File: src/rtl/core/tpf_pkg.sv
package tpf_pkg;

    // Frame layout
    localparam int FRONT_SLOTS      = 6;
    localparam int BACK_SLOTS       = 4;
    localparam int SLOTS_PER_REGION = 10;
    localparam int HEADER_BYTES     = 4;
    localparam int SLOT_SIZE        = 6;

    // Slot counter reaches at most (255 - HEADER_BYTES) / SLOT_SIZE
    localparam int SLOT_W   = 6;
    localparam int K_W      = 3;
    localparam int POS_W    = 8;

    localparam logic [POS_W-1:0]  POS_MAX      = 8'hFF;
    localparam logic [POS_W-1:0]  HEADER_POS   = POS_W'(HEADER_BYTES);
    localparam logic [K_W-1:0]    K_FORCE      = K_W'(SLOT_SIZE - 1);
    localparam logic [SLOT_W-1:0] FRONT_END    = SLOT_W'(FRONT_SLOTS);
    localparam logic [SLOT_W-1:0] BACK_START   = SLOT_W'(SLOTS_PER_REGION);
    localparam logic [SLOT_W-1:0] BACK_END     = SLOT_W'(SLOTS_PER_REGION + BACK_SLOTS);

    localparam logic [2:0] FRONT_COUNT_MAX = 3'd7;
    localparam int         INVALID_BIT     = 7;

    // Result queue
    localparam int FIFO_DEPTH = 4;
    localparam int FIFO_PTR_W = 2;
    localparam int FIFO_CNT_W = 3;

    localparam int TDATA_W = 40;

    typedef enum logic [1:0] {
        EV_TOUCH   = 2'd0,
        EV_MOVE    = 2'd1,
        EV_PRESS   = 2'd2,
        EV_RELEASE = 2'd3
    } event_kind_t;

    typedef struct packed {
        event_kind_t kind;
        logic        panel;
        logic [6:0]  touch_id;
        logic [10:0] pos_x;
        logic [10:0] pos_y;
        logic [7:0]  pressure;
        logic        last;
    } result_t;

    // Up to two results per item; res1 is used only together with res0
    typedef struct packed {
        logic    v0;
        logic    v1;
        result_t res0;
        result_t res1;
    } push_t;

endpackage

File: src/rtl/core/tpf_parser.sv
module tpf_parser
(
    input  logic                  clk,
    input  logic                  rst_n,
    input  logic                  accept,
    input  logic [7:0]            data_byte,
    input  logic                  frame_end,
    input  logic                  panel_en_we,
    input  logic [1:0]            panel_en_wdata,
    output tpf_pkg::push_t        push
);

    logic [1:0]                      panel_en_reg;
    logic [tpf_pkg::POS_W-1:0]       pos_reg, pos_next;
    logic [tpf_pkg::SLOT_W-1:0]      slot_reg, slot_next;
    logic [tpf_pkg::K_W-1:0]         k_reg, k_next;
    logic [4:0][7:0]                 slot_bytes_reg, slot_bytes_next;
    logic [10:0]                     fft_x_reg, fft_x_next;
    logic [10:0]                     fft_y_reg, fft_y_next;
    logic [7:0]                      fft_p_reg, fft_p_next;
    logic [2:0]                      front_count_reg, front_count_next;
    logic                            pen_down_reg, pen_down_next;

    logic        in_payload;
    logic        is_front;
    logic        is_back;
    logic        enabled;
    logic        touch_v;
    logic        ptr_v;
    logic [10:0] x;
    logic [10:0] y;
    tpf_pkg::result_t touch_res;
    tpf_pkg::result_t ptr_res;

    always_comb
    begin
        in_payload = pos_reg >= tpf_pkg::HEADER_POS;
        is_front   = slot_reg < tpf_pkg::FRONT_END;
        is_back    = !is_front && (slot_reg >= tpf_pkg::BACK_START)
                     && (slot_reg < tpf_pkg::BACK_END);
        enabled    = (is_front && panel_en_reg[0]) || (is_back && panel_en_reg[1]);
        x          = {slot_bytes_reg[2][2:0], slot_bytes_reg[1]};
        y          = {slot_bytes_reg[4][2:0], slot_bytes_reg[3]};
        touch_v    = accept && in_payload && (k_reg == tpf_pkg::K_FORCE) && enabled
                     && !slot_bytes_reg[0][tpf_pkg::INVALID_BIT];

        slot_bytes_next  = slot_bytes_reg;
        front_count_next = front_count_reg;
        fft_x_next       = fft_x_reg;
        fft_y_next       = fft_y_reg;
        fft_p_next       = fft_p_reg;
        pen_down_next    = pen_down_reg;
        pos_next         = pos_reg;
        slot_next        = slot_reg;
        k_next           = k_reg;

        // Capture id and coordinate bytes of the slot
        if (accept && in_payload)
        begin
            for (int i = 0; i < 5; i++)
            begin
                if (k_reg == tpf_pkg::K_W'(i))
                begin
                    slot_bytes_next[i] = data_byte;
                end
            end
        end

        // Record the first front report and count front reports
        if (touch_v && is_front)
        begin
            if (front_count_reg == 3'd0)
            begin
                fft_x_next = x;
                fft_y_next = y;
                fft_p_next = data_byte;
            end
            if (front_count_reg != tpf_pkg::FRONT_COUNT_MAX)
            begin
                front_count_next = front_count_reg + 3'd1;
            end
        end

        // Advance position; slot and offset freeze once the position saturates
        if (accept && (pos_reg != tpf_pkg::POS_MAX))
        begin
            pos_next = pos_reg + 8'd1;
            if (in_payload)
            begin
                if (k_reg == tpf_pkg::K_FORCE)
                begin
                    k_next    = '0;
                    slot_next = slot_reg + 6'd1;
                end
                else
                begin
                    k_next = k_reg + 3'd1;
                end
            end
        end

        touch_res.kind     = tpf_pkg::EV_TOUCH;
        touch_res.panel    = is_back;
        touch_res.touch_id = slot_bytes_reg[0][6:0];
        touch_res.pos_x    = x;
        touch_res.pos_y    = y;
        touch_res.pressure = data_byte;
        touch_res.last     = 1'b1;

        ptr_v            = 1'b0;
        ptr_res.kind     = tpf_pkg::EV_RELEASE;
        ptr_res.panel    = 1'b0;
        ptr_res.touch_id = '0;
        ptr_res.pos_x    = '0;
        ptr_res.pos_y    = '0;
        ptr_res.pressure = '0;
        ptr_res.last     = 1'b1;

        if (accept && frame_end)
        begin
            if (front_count_next != 3'd0)
            begin
                ptr_v            = 1'b1;
                ptr_res.kind     = pen_down_reg ? tpf_pkg::EV_MOVE : tpf_pkg::EV_PRESS;
                ptr_res.pos_x    = fft_x_next;
                ptr_res.pos_y    = fft_y_next;
                ptr_res.pressure = fft_p_next;
                pen_down_next    = 1'b1;
            end
            else if (pen_down_reg)
            begin
                ptr_v         = 1'b1;
                pen_down_next = 1'b0;
            end
            pos_next         = '0;
            slot_next        = '0;
            k_next           = '0;
            front_count_next = '0;
            fft_x_next       = '0;
            fft_y_next       = '0;
            fft_p_next       = '0;
        end

        // Touch report is not last when a pointer event follows it
        touch_res.last = !ptr_v;

        push.v0   = touch_v || ptr_v;
        push.v1   = touch_v && ptr_v;
        push.res0 = touch_v ? touch_res : ptr_res;
        push.res1 = ptr_res;
    end

    always_ff @(posedge clk or negedge rst_n)
    begin
        if (!rst_n)
        begin
            panel_en_reg    <= 2'd3;
            pos_reg         <= '0;
            slot_reg        <= '0;
            k_reg           <= '0;
            slot_bytes_reg  <= '0;
            fft_x_reg       <= '0;
            fft_y_reg       <= '0;
            fft_p_reg       <= '0;
            front_count_reg <= '0;
            pen_down_reg    <= 1'b0;
        end
        else
        begin
            if (panel_en_we)
            begin
                panel_en_reg <= panel_en_wdata;
            end
            pos_reg         <= pos_next;
            slot_reg        <= slot_next;
            k_reg           <= k_next;
            slot_bytes_reg  <= slot_bytes_next;
            fft_x_reg       <= fft_x_next;
            fft_y_reg       <= fft_y_next;
            fft_p_reg       <= fft_p_next;
            front_count_reg <= front_count_next;
            pen_down_reg    <= pen_down_next;
        end
    end

    a_ptr_on_frame_end: assert property (@(posedge clk) disable iff (!rst_n)
        (push.v0 && (push.res0.kind != tpf_pkg::EV_TOUCH)) |-> (accept && frame_end))
        else $error("pointer event without frame end");

endmodule

File: src/rtl/core/tpf_out_fifo.sv
module tpf_out_fifo
(
    input  logic              clk,
    input  logic              rst_n,
    input  tpf_pkg::push_t    push,
    output logic              ready,
    output logic              out_valid,
    input  logic              out_ready,
    output tpf_pkg::result_t  out_res
);

    tpf_pkg::result_t                mem_reg [tpf_pkg::FIFO_DEPTH];
    logic [tpf_pkg::FIFO_PTR_W-1:0]  wr_ptr_reg, wr_ptr_next;
    logic [tpf_pkg::FIFO_PTR_W-1:0]  rd_ptr_reg, rd_ptr_next;
    logic [tpf_pkg::FIFO_CNT_W-1:0]  count_reg, count_next;
    logic [tpf_pkg::FIFO_CNT_W-1:0]  push_n;
    logic                            pop;

    always_comb
    begin
        pop         = out_valid && out_ready;
        push_n      = tpf_pkg::FIFO_CNT_W'(push.v0) + tpf_pkg::FIFO_CNT_W'(push.v1);
        wr_ptr_next = wr_ptr_reg + push_n[tpf_pkg::FIFO_PTR_W-1:0];
        rd_ptr_next = rd_ptr_reg + tpf_pkg::FIFO_PTR_W'(pop);
        count_next  = count_reg + push_n - tpf_pkg::FIFO_CNT_W'(pop);
    end

    assign ready     = count_reg <= tpf_pkg::FIFO_CNT_W'(tpf_pkg::FIFO_DEPTH - 2);
    assign out_valid = count_reg != '0;
    assign out_res   = mem_reg[rd_ptr_reg];

    always_ff @(posedge clk)
    begin
        if (push.v0)
        begin
            mem_reg[wr_ptr_reg] <= push.res0;
        end
        if (push.v1)
        begin
            mem_reg[wr_ptr_reg + tpf_pkg::FIFO_PTR_W'(1)] <= push.res1;
        end
    end

    always_ff @(posedge clk or negedge rst_n)
    begin
        if (!rst_n)
        begin
            wr_ptr_reg <= '0;
            rd_ptr_reg <= '0;
            count_reg  <= '0;
        end
        else
        begin
            wr_ptr_reg <= wr_ptr_next;
            rd_ptr_reg <= rd_ptr_next;
            count_reg  <= count_next;
        end
    end

    a_no_overflow: assert property (@(posedge clk) disable iff (!rst_n)
        push.v0 |-> (count_reg <= tpf_pkg::FIFO_CNT_W'(tpf_pkg::FIFO_DEPTH - 2)))
        else $error("result pushed without room for two");

    a_pair_order: assert property (@(posedge clk) disable iff (!rst_n)
        push.v1 |-> push.v0)
        else $error("second result without first");

    a_count_tracks: assert property (@(posedge clk) disable iff (!rst_n)
        (pop && !push.v0) |=> (count_reg == $past(count_reg) - 3'd1))
        else $error("queue count lost track of a pop");

endmodule

File: src/rtl/core/touch_report_frame_parser_top.sv
// Results of an accepted item are written into the registered result queue and leave on m_axis from its head.
// Throughput: one input item per cycle while s_axis_tready is high; each item yields zero to two results,
// drained one per cycle while m_axis_tready is high, through a four-entry result queue.
// s_axis_tready is high while at least two queue entries are free.
// Reset (rst_n low, asynchronous) empties the queue, clears frame state and pen
// state, and sets the panel enable register to 3 (front and back parsing enabled).
module touch_report_frame_parser_top
(
    input  logic                         clk,
    input  logic                         rst_n,
    // Input bytes of the response frame
    input  logic                         s_axis_tvalid,
    output logic                         s_axis_tready,
    input  logic [7:0]                   s_axis_tdata,   // [7:0] data_byte
    input  logic                         s_axis_tlast,   // frame_end
    // Touch reports and pointer events
    output logic                         m_axis_tvalid,
    input  logic                         m_axis_tready,
    output logic [tpf_pkg::TDATA_W-1:0]  m_axis_tdata,   // [0] panel, [7:1] touch_id,
                                                         // [18:8] pos_x, [29:19] pos_y,
                                                         // [37:30] pressure, [39:38] zero
    output logic [1:0]                   m_axis_tuser,   // [1:0] event_kind
    output logic                         m_axis_tlast,   // last result of the item
    // Configuration
    input  logic                         panel_en_we,
    input  logic [1:0]                   panel_en_wdata
);

    logic             accept;
    tpf_pkg::push_t   push;
    tpf_pkg::result_t head;

    // Take an item whenever the queue can absorb the worst case of two results
    assign accept = s_axis_tvalid && s_axis_tready;

    // Per-byte decode: slot tracking, touch reports and the frame-end pointer event
    tpf_parser u_parser
    (
        .clk            (clk),
        .rst_n          (rst_n),
        .accept         (accept),
        .data_byte      (s_axis_tdata),
        .frame_end      (s_axis_tlast),
        .panel_en_we    (panel_en_we),
        .panel_en_wdata (panel_en_wdata),
        .push           (push)
    );

    // Result queue: parts the input side from a stalled output side
    tpf_out_fifo u_out_fifo
    (
        .clk       (clk),
        .rst_n     (rst_n),
        .push      (push),
        .ready     (s_axis_tready),
        .out_valid (m_axis_tvalid),
        .out_ready (m_axis_tready),
        .out_res   (head)
    );

    // Pack the head result onto the output bus
    assign m_axis_tdata = {2'b00, head.pressure, head.pos_y, head.pos_x,
                           head.touch_id, head.panel};
    assign m_axis_tuser = head.kind;
    assign m_axis_tlast = head.last;

    a_empty_means_ready: assert property (@(posedge clk) disable iff (!rst_n)
        !m_axis_tvalid |-> s_axis_tready)
        else $error("input stalled while no result waits");

endmodule
File: config.mk
export PLATFORM = sky130hd
export DESIGN_NAME = touch_report_frame_parser_top
export DESIGN_NICKNAME = d
export VERILOG_FILES = /design/src/rtl/core/tpf_pkg.sv /design/src/rtl/core/tpf_parser.sv /design/src/rtl/core/tpf_out_fifo.sv /design/src/rtl/core/touch_report_frame_parser_top.sv
export SDC_FILE = /design/constraint.sdc
export NUM_CORES = 1
export LEC_CHECK = 0
export BUFFER_PORTS_ARGS = -buffer_cell sky130_fd_sc_hd__buf_2
export CORE_ASPECT_RATIO = 1.1
export CORE_UTILIZATION = 50
export DETAILED_ROUTE_END_ITERATION = 10
export PLACE_DENSITY = 0.7
export SYNTH_ARGS = -nofsm -noshare
export SYNTH_HDL_FRONTEND = slang
export SYNTH_SLANG_ARGS = --single-unit
File: constraint.sdc
create_clock -name clk -period 3.65 [get_ports clk]
set_input_delay 0.73 -clock clk [delete_from_list [all_inputs] [get_ports clk]]
set_output_delay 0.73 -clock clk [all_outputs]
set_load 0.05 [all_outputs]
# Yosys cells after proc, flatten, opt, wreduce, memory -nomap -nowiden
# Memories as Yosys holds them, arrays and structs flattened.
# Cells that the tools add are included.
[op_classes] multipliers=0 n_eq_ne=7 bitwise=0 n_lt_le_gt_ge=5 reduce_logical=33 shifts=0 div_mod_pow=0 muxes=36 add_sub_neg=10
[ops] op="11-bit 2-to-1 mux" count=6
[ops] op="30-bit 2-to-1 mux" count=2
[ops] op="41-bit 2-to-1 mux" count=1
[ops] op="8-bit 2-to-1 mux" count=5
[ops] op="6-bit 2-to-1 mux" count=4
[ops] op="3-bit 2-to-1 mux" count=7
[ops] op="1-bit logical AND" count=14
[ops] op="2-bit AND reduction" count=6
[ops] op="8-bit by 1-bit adder with 8-bit output, second input constant" count=1
[ops] op="8-bit by 3-bit greater-or-equal comparator with 1-bit output, second input constant" count=1
[ops] op="1-bit 2-to-1 mux" count=8
[ops] op="8-bit != test, second input constant" count=1
[ops] op="3-bit by 1-bit adder with 3-bit output, second input constant" count=2
[ops] op="6-bit by 1-bit adder with 6-bit output, second input constant" count=1
[ops] op="3-bit by 2-bit equality test with 1-bit output, second input constant" count=2
[ops] op="3-bit equality test, second input constant" count=2
[ops] op="6-bit by 4-bit greater-or-equal comparator with 1-bit output, second input constant" count=1
[ops] op="3-bit logical NOT" count=2
[ops] op="6-bit by 3-bit less-than comparator with 1-bit output, second input constant" count=1
[ops] op="6-bit by 4-bit less-than comparator with 1-bit output, second input constant" count=1
[ops] op="2-bit 2-to-1 mux" count=3
[ops] op="2-bit nonzero test" count=3
[ops] op="3-bit nonzero test" count=2
[ops] op="3-bit adder" count=1
[ops] op="other kinds (11)" count=14
[totals] out_inout_bits=45 in_bits=16 romBits=0 wordCells=109 memories=1 regBits=90 latchBits=0 ramBits=164
[mem_list] name="u_out_fifo.mem_reg" words=4 word_bits=41 read_ports=1 rd_clocked_by_memory_dff=0 wr=2 line="tpf_out_fifo.sv:12" text="tpf_pkg::result_t mem_reg [tpf_pkg::FIFO_DEPTH];"

# Logic depth before layout (Yosys ltp)
# Gate-level depths: netlist (run 1).
[depth] ltp_word=17 depth_mapped=16 ltp_nobuf=13

# Modules after synthesis
# From an unflattened synthesis (run 1), not the netlist that was laid out.
[hier_totals] hier_cells=975 area_unflattened_um2=13335.3
[modules_own_cells] module="tpf_out_fifo" instances=1 area_each_um2=8264.2 cells_each=436
[modules_own_cells] module="tpf_parser" instances=1 area_each_um2=5046.1 cells_each=535
[modules_own_cells] module="touch_report_frame_parser_top" instances=1 area_each_um2=25.0 cells_each=4

# Least setup slack after synthesis (run 1)
# No wires, ideal clock.
[synth_path] path_type="reg-to-reg" startpoint="reg u_out_fifo.count_reg[0] (netlist bit)" endpoint="mem u_out_fifo.mem_reg[0][10] (netlist bit) (enable)" setup_time_ns=0.387 stages_incl_launch_ff=11 arrival_time_ns=3.513 slack_ns=-0.251 period_less_slack_ns=3.901 cell_sequence="dfrtp_1 a21oi_2 nand3_1 nor3_1 or3_1 a211oi_1 nand2b_1 ha_1 nor3_1 nor2_1 inv_1"
[synth_lines] element="start: declaration" line="tpf_out_fifo.sv:15" text="logic [tpf_pkg::FIFO_CNT_W-1:0] count_reg, count_next;"
[synth_lines] element="start signal: assignment" line="tpf_out_fifo.sv:56" text="count_reg <= count_next;"
[synth_lines] element="end: declaration" line="tpf_out_fifo.sv:12"

==> flow_summary.toml, run 1 <==
[cells_and_area]
n_antenna_cell = 0
final-seq-area_sq_um = 6822
multiInputGateArea_sq_um = 4425
drive_gt1_share_pct = 26.40
nFillCells = 1736
instances_no_fill = 1223
largest_register_ffs = 164
fin_nets = 937
syn_to_final_growth_pct = 15.23

[timing]
final-setup-viol-count = 0
finalMaxSlewViolations = 0
rsz0062_at_grt = "false"
worstMarginPinSlew_ns = 0.6446
tns_ns = 0
setup_ws_ns = 0.2128
period_minus_slack_ns = 3.437
period_share_pct = 94.17
hold_ws_ns = 0.2063
hold_viol = 0
clock_skew_ns = 0.01184
fmax_mhz = 290.9
slew_headroom_pct = 56.84

[pwr]
power_uw = 8138
p_int_uw = 5483
pwr-share-comb_pct = 24.4
powerDensity_nw_per_um2 = 612.7
worst_ir_drop_vdd_v = 0.0003974
p_switching_uw = 2654
p_clk_share_pct = 34.6
switching_share_pct = 32.62
seq_power_share_pct = 41.0
power.leakage_uw = 0.005092

[clocking]
hold_buffers = 0
clock_sinks = 254
cts_setup_buffers = 0
htreeDepth = 1
root_buffer = "clkbuf_16"
cts_resized = 0
ctsLongestPathBuffers = 3
clock_latency_ns = 0.54
cts_buffers = 28
cts_tree = "built"
cts.clk_slew.worst_paths_ns = 0.06

[drt]
drt_iter0_markers = 469
detail_route.vias_per_cell = 6.043
ant_nets = 0
num_vias = 7390
drc_errors = 0
wirelength_mm = 26.61
wl_per_cell_um = 21.76
firstDrtPassIters = 5

[worst_setup_path]
startpoint = "u_parser.pos_reg[7]"
worstSetupPathType = "reg2reg"
rr_worst_depth = 13
r2r_end = "u_out_fifo.mem_reg[3][13]"
end_kind = "flip-flop"
r2r_slack_ns = 0.21
startpoint_type = "flip-flop"
worstPathRequired_ns = 3.93
worstPathArrival_ns = 3.72
reg2reg_from = "u_parser.pos_reg[7]"
worstPathMaxFanout = 29

[global_route]
first_global_vias = 7439
antenna_found_initial = 0
grt_pass1_wl_mm = 41.60
grt_max_degree = 50
grt.overflow.total = 0
grtUsageTotal_pct = 22.81

[place]
place_congestion = 0.8740
pre_cts_ws_ns = 0.2493
port_buffers = 58
hpwl_mm = 15.72
dpl.cell_count = 1171

[logic_synthesis]
avgSynthCellArea_sq_um = 13.71
yosysWarnings = 0
ys_seq_area_share_pct = 59.16
synth.distinct_cells = 67
synth_ff_type = "edfxtp_1"
async_flop_share_pct = 35.43
netlist_area_sq_um = 11530
ys_seq_elements = 254
syn_inst = 841
synth_edf_count = 128

[floorplan]
die_height_um = 161.2
die_w_um = 146.8
ios = 61
initial_core_util_pct = 51.63
core_area_sq_um = 22320
rows = 57
design.die.area_sq_um = 23660

[status]
status = "finished clean"

[min_path]
hold_path.class = "in2async"

[flow_run]
cap_violations = 0
-- cells in the final DEF (no fill, tap or decap), types with 7 or more instances in the layout --
master,netlist,final
mux4_2,41,41
xnor2_1,9,9
nand2_1,81,81
xor2_1,10,10
a21oi_1,37,37
buf_12,0,10
buf_2,16,57
clkbuf_1,21,7
mux2_2,32,32
dfxtp_1,36,36
clkbuf_16,0,29
buf_4,6,24
nor2_1,44,38
a22o_1,148,148
ha_1,14,13
nand3_1,9,9
dfrtp_1,88,86
inv_1,16,13
edfxtp_1,128,128
-- power groups by stage --
stage / clock network, uW / logic [uW] / registers, uW
floorplan: 0 / 1620 / 3270
global placement: 0 / 1990 / 3380
detailed placement: 0 / 2020 / 3390
CTS: 2860 / 2020 / 3330
global route: 2950 / 2100 / 3360
finish: 2810 / 1990 / 3330
-- cells by family after synthesis --
| group | Yosys count | share of synthesized area [%] |
|---|---|---|
| other | 1 | 0.03253 |
| and+or+nand+nor | 189 | 8.131 |
| adders and majority gates | 15 | 1.693 |
| xor gates and xnor gates | 19 | 1.444 |
| DFF | 254 | 59.16 |
| AOI/OAI and AO/OA | 213 | 14.92 |
| buffers and inverters | 73 | 3.137 |
| muxes | 77 | 11.49 |
-- critical path: stages, from the launching register on --
cell and delay [ns]:
dfrtp_1 0.40, or4_4 0.55, nor3_4 0.15, nor3_1 0.09, or3_1 0.33, a211oi_2 0.25, nand2b_1 0.14, ha_1 0.20
nor2b_1 0.10, and2_1 0.22, a21boi_2 0.24, nor2_4 0.05, buf_12 0.18, a22o_1 0.26
-- stage by stage --
stage	util (%)	area, sq um
6_report	59.50	13280
4_1_cts	59.50	13280
3_5_place_dp	55.34	12350
2_1_floorplan	-	11580
3_3_place_gp	55.34	12350
5_1_grt	59.50	13280
-- how the worst max path moves through the flow --
| stage | to | slack (ns) | cells after the start |
|---|---|---|---|
| 2_1_floorplan | u_out_fifo.mem_reg[1][10] | 0.01 | 14 |
| 3_3_place_gp | u_out_fifo.mem_reg[3][28] | 0.32 | 13 |
| 6_report | u_out_fifo.mem_reg[3][13] | 0.21 | 13 |
| 4_1_cts | u_out_fifo.mem_reg[2][2] | 0.22 | 13 |
| 5_1_grt | u_out_fifo.mem_reg[3][13] | 0.04 | 13 |
| 3_5_place_dp | u_out_fifo.mem_reg[2][2] | 0.25 | 13 |
-- layout make-up --
class / instances / area share, %
repair buffers: 91 / 5.012
well taps: 295 / 2.779
inverters: 16 / 0.5370
flip-flops and latches: 254 / 51.36
clock buffers: 38 / 5.869
multi-input cells: 515 / 33.32
clock inverters: 14 / 1.121
-- routing by layer --
layer	GRT usage (%)	routed length [um]
met3	3.136	1313
met4	7.670	648
met5	0	0
met1	29.17	11030
met2	39.92	13610
-- Yosys cell counts, types with 10 or more instances --
cell type  number  area, sq um
dfxtp_1        36        720.7
buf_2          16        80.08
a21oi_1        37        185.2
ha_1           14        175.2
clkbuf_1       21        78.83
nand2_1        81        304.0
edfxtp_1      128         3844
xor2_1         10        87.58
mux2_2         32        360.4
dfrtp_1        88         2202
inv_1          16        60.06
mux4_2         41        923.4
a22o_1        148         1296
nor2_1         44        165.2
Note: power is estimated with default switching activity, not from simulation.
==> run 2, diff against run 1 <==
==> constraint.sdc (replaced) <==
create_clock -name clk -period 3.65 [get_ports clk]
set_input_delay 1.095 -clock clk [delete_from_list [all_inputs] [get_ports clk]]
set_output_delay 1.095 -clock clk [all_outputs]
set_load 0.05 [all_outputs]
==> run 2 against run 1 <==
Compared with the run above:
- die area stayed put
- clock power is 4% lower
- largest cell class unchanged
- register-to-register slack worse by 0.03 ns
- cell area is 1.0% higher
- wire length is 2.4% higher
- count of clock-buffer cells in the layout is 3 higher
- clock skew is 0.0049 ns higher
- sequential share of layout area is 0.51 points lower
==> flow_summary.toml, run 2 (same netlist as run 1, synthesis figures left out) <==
[flow_run]
cap_violations = 0

[place]
pre_cts_ws_ns = -0.06031
hpwl_mm = 16.36
place_congestion = 0.8680
place_area_sq_um = 12510
port_buffers = 58

[cells_and_area]
fin_area_sq_um = 13420
final_cell_mix = "148 x a22o_1, 128 x edfxtp_1, 86 x dfrtp_1"
finish.utilization_pct = 60.10
final_common_cell = "a22o_1"
n_antenna_cell = 0
drive_gt1_share_pct = 27.69
largest_register_ffs = 164
fin_nets = 950
syn_to_final_growth_pct = 16.39

[clocking]
cts.clk_slew.worst_paths_ns = 0.06
clock_sinks = 254
hold_buffers = 0
cts_buffers = 27
clock_latency_ns = 0.53
cts_tree = "built"
root_buffer = "clkbuf_16"
ctsLongestPathBuffers = 3
htreeDepth = 1

[worst_setup_path]
startpoint_type = "flip-flop"
worstPathMaxFanout = 29
crit_path_cell_trace = "or4_4 > nor3_4 > nor3_1 > buf_4 > or3_1 > a211oi_2 > nand2b_1 > ha_2 > nor2b_1 > nor2b_1 > a21boi_1 > buf_4 > nor2_2 > buf_12 > a22o_1"
cp_slowest_stage_delay_ns = 0.55
startpoint = "u_parser.pos_reg[7]"
cpMaxStageDelayCell = "or4_4"
reg2reg_from = "u_parser.pos_reg[7]"
end_kind = "flip-flop"
worstPathArrival_ns = 3.74
critPathBufInv = 3
worstPathRequired_ns = 3.92
worstSetupPathType = "reg2reg"
cpLargestDelayFamily = "simple AND/OR/NAND/NOR gates"

[status]
status = "finished clean"

[floorplan]
rows = 57
die_height_um = 161.2
design.die.area_sq_um = 23660
core_area_sq_um = 22320
die_w_um = 146.8
initial_core_util_pct = 51.63
ios = 61

[global_route]
antenna_found_initial = 0
grtUsageTotal_pct = 23.49
grt_pass1_wl_mm = 42.79
grt.overflow.total = 0
first_global_vias = 7621
grt_max_degree = 60

[pwr]
powerDensity_nw_per_um2 = 601.7
worst_ir_drop_vdd_v = 0.0005017
power.leakage_uw = 0.005146
power_uw = 8072

[drt]
drt_iter0_markers = 592
num_vias = 7551
ant_nets = 0
drc_errors = 0
wirelength_mm = 27.24
wl_per_cell_um = 22.08
firstDrtPassIters = 5
detail_route.vias_per_cell = 6.119

[timing]
period_share_pct = 95.10
slew_headroom_pct = 44.94
clock_skew_ns = 0.01670
period_minus_slack_ns = 3.471
finalMaxSlewViolations = 0
final-setup-viol-count = 0
worstMarginPinSlew_ns = 0.8196
fmax_mhz = 288.1
setup_ws_ns = 0.1787
hold_viol = 0
tns_ns = 0

[min_path]
hold_path.class = "reg2reg"
hold_start = "u_out_fifo.mem_reg[1][33]"
-- run 2: final timing paths --
path | end | slack [ns] | depth (start not counted)
setup / recovery | u_out_fifo.mem_reg[1][23] | 0.18 | 15
hold / removal | u_out_fifo.mem_reg[1][33] | 0.46 | 1
setup reg to reg | u_out_fifo.mem_reg[1][23] | 0.18 | 15
hold reg to reg | u_out_fifo.mem_reg[1][33] | 0.46 | 1
max in group asynchronous | u_parser.slot_bytes_reg[4] | 2.32 | 2
min in group asynchronous | u_parser.pos_reg[0] | 0.66 | 1
-- run 2: report_power, final --
group / total [uW] / internal (uW) / switching (uW)
Clock: 2710 / 1630 / 1080
Combinational: 1990 / 696 / 1290
Sequential: 3380 / 3110 / 270
-- run 2: layer usage --
layer  GRT usage, %  vias to the layer above  share of wire (%)
met5              0                        -                  0
met4          8.191                        0                3.0
met3          3.192                       47                6.5
met2          39.42                      271                 49
met1          31.45                     3836                 41
li1               -                     3397                  -
-- run 2: repair_timing --
action,CTS,global route
setup endpoints to repair,0,58
buffers inserted,0,2
gates resized for setup,0,1
-- run 2: final cells by class --
| class | instances | area [sq um] |
|---|---|---|
| fill | 1775 | 8907 |
| sequential | 254 | 6822 |
| multi-input combinational | 515 | 4420 |
| timing repair buffer | 105 | 845.8 |
| clock buffer | 41 | 792.0 |
| tap | 295 | 369.1 |
| clock inverter | 8 | 91.34 |
| inverter | 16 | 75.07 |
-- run 2: stage by stage --
stage | std cells | hold slack (ns)
after floorplan | 842 | 0.4369
after global placement | 1183 | 0.4504
after detailed placement | 1183 | 0.4511
after CTS | 1232 | 0.4691
after global routing | 1234 | 0.4827
final | 1234 | 0.4644
==> run 3, diff against run 2 <==
--- a/config.mk
+++ b/config.mk
@@ -5,6 +5,7 @@
 export SDC_FILE = /design/constraint.sdc
 export NUM_CORES = 1
 export LEC_CHECK = 0
+export ABC_AREA = 1
 export BUFFER_PORTS_ARGS = -buffer_cell sky130_fd_sc_hd__buf_2
 export CORE_ASPECT_RATIO = 1.1
 export CORE_UTILIZATION = 50
==> run 3 against run 2 <==
Compared with the run above:
- combinational power is 81% higher
- critical path depth is 10 lower
- clock power grew 4%
- critical path type is now reg2out
==> flow_summary.toml, run 3 <==
[worst_setup_path]
crit_path_cell_trace = "inv_2 > buf_4 > o21ai_0 > o22ai_1 > buf_2"
end_kind = "output port"
worstSetupPathType = "reg2out"
rr_worst_depth = 18
cpMaxStageDelayCell = "dfrtp_2"
cp_slowest_stage_delay_ns = 0.45
worstPathRequired_ns = 2.55
worstPathArrival_ns = 2.26
critPathBufInv = 3
cpLargestDelayFamily = "buffers and inverters"
worstPathMaxFanout = 18
startpoint_type = "flip-flop"
cp.depth = 5

[logic_synthesis]
synth_common_cells = "414 x nand2_1, 159 x o21ai_0, 146 x nor2_1, 135 x nand3_1, 128 x edfxtp_1"
syn_inst = 1534
ys_seq_area_share_pct = 52.97
ys_seq_elements = 254
netlist_area_sq_um = 12870
synth_edf_count = 128
async_flop_share_pct = 35.43
synth_top_area_share_pct = 29.86
ys_top_cells_by_area = "edfxtp_1 30%, dfrtp_1 17%, nand2_1 12%"
yosysWarnings = 0
avgSynthCellArea_sq_um = 8.391
yosysTopAreaCell = "edfxtp_1"
synth.most_common_cell = "nand2_1"
synth_ff_type = "edfxtp_1"
synth.distinct_cells = 37

[clocking]
clock_sinks = 254
hold_buffers = 0
cts_resized = 0
cts_setup_buffers = 0
root_buffer = "clkbuf_16"
cts_tree = "built"
htreeDepth = 1
clock_latency_ns = 0.53
ctsLongestPathBuffers = 3
cts.clk_slew.worst_paths_ns = 0.06
cts_buffers = 27

[floorplan]
die_height_um = 170.3
initial_core_util_pct = 50.95
design.die.area_sq_um = 26390
die_w_um = 155.0
core_area_sq_um = 25260
ios = 61
rows = 61

[place]
place_congestion = 0.8207
place_area_sq_um = 13820
hpwl_mm = 20.26
port_buffers = 58

[global_route]
antenna_found_initial = 0
grtUsageTotal_pct = 24.66
grt.overflow.total = 0
grt_pass1_wl_mm = 51.17
grt_max_degree = 84
first_global_vias = 9993

[status]
status = "finished clean"

[timing]
clock_skew_ns = 0.009830
period_minus_slack_ns = 3.358
hold_ws_ns = 0.4540
fmax_mhz = 297.8
finalMaxSlewViolations = 0
slew_headroom_pct = 39.91
worstMarginPinSlew_ns = 0.9014
period_share_pct = 92.01
hold_viol = 0
rsz0062_at_grt = "false"
final-setup-viol-count = 0

[drt]
wirelength_mm = 31.83
ant_nets = 0
drt_iter0_markers = 791
firstDrtPassIters = 5
wl_per_cell_um = 16.33
num_vias = 10450
detail_route.vias_per_cell = 5.361
drc_errors = 0

[cells_and_area]
syn_to_final_growth_pct = 14.44
final_cell_mix = "407 x nand2_1, 157 x o21ai_0, 143 x nor2_1"
largest_register_ffs = 164
fin_area_sq_um = 14730
final_common_cell = "nand2_1"
nFillCells = 2230
n_antenna_cell = 0
fin_nets = 1614
drive_gt1_share_pct = 18.40

[min_path]
hold_depth = 2
hold_path.class = "reg2reg"

[pwr]
power.leakage_uw = 0.006530
powerDensity_nw_per_um2 = 672.4
worst_ir_drop_vdd_v = 0.0004894

[flow_run]
cap_violations = 0
run 3: per-layer routing:
| layer | up-vias | routed length [um] | part of all wire [%] | track usage (%) |
|---|---|---|---|---|
| li1 | 5157 | - | - | - |
| met1 | 4863 | 13540 | 43 | 31.56 |
| met2 | 362 | 15530 | 49 | 42.81 |
| met3 | 66 | 2004 | 6.3 | 3.412 |
| met4 | 0 | 759 | 2.4 | 8.480 |
| met5 | - | 0 | 0 | 0 |
run 3: worst paths after layout:
path / to / startpoint / slack (ns)
max: m_axis_tdata[37] / u_out_fifo.rd_ptr_reg[0] / 0.29
min: u_out_fifo.mem_reg[1][33] / u_out_fifo.mem_reg[1][33] / 0.45
max reg2reg: u_out_fifo.count_reg[2] / u_out_fifo.count_reg[1] / 0.62
min reg2reg: u_out_fifo.mem_reg[1][33] / u_out_fifo.mem_reg[1][33] / 0.45
max in group asynchronous: u_parser.slot_bytes_reg[17] / rst_n / 2.49
min in group asynchronous: u_parser.slot_reg[5] / rst_n / 0.48
run 3: final cells by class:
type	count	area, sq um	share of cell area, %
tap	346	432.9	2.939
timing repair buffer	97	723.2	4.909
multi-input combinational	1051	5265	35.74
clock buffer	36	719.4	4.884
inverter	152	574.3	3.898
clock inverter	13	196.4	1.333
sequential	254	6820	46.30
run 3: cell families after synthesis:
kind of cell,synth area share [%]
other,0.02913
buffers and inverters,7.241
AND/OR/NAND/NOR,26.62
adder cells (fa/ha/maj),1.516
multiplexers,0.1749
flip-flops,52.97
AO/OA/AOI/OAI,11.10
XOR/XNOR,0.3402
run 3: worst min-delay path: cells and delay by family, from the launching register on:
family	cells	cell delay, ns
compound gates	1	0.05
simple gates	1	0.05
flops	1	0.32
run 3: power by group:
part	total [uW]	internal, uW	switching [uW]
sequential	3490	3280	208
combinational	3600	872	2720
clock	2820	1730	1090
run 3: stage by stage:
stage / setup slack (ns) / TNS (ns) / total power [uW] / std cells / util [%]
after floorplan: -0.06981 / -0.06981 / 6173 / 1535 / -
after global placement: 0.1119 / 0 / 7107 / 1900 / 54.69
after detailed placement: 0.04041 / 0 / 7156 / 1900 / 54.69
after CTS: 0.3072 / 0 / 9964 / 1949 / 58.31
after global routing: 0.2500 / 0 / 10390 / 1949 / 58.31
final: 0.2917 / 0 / 9905 / 1949 / 58.31
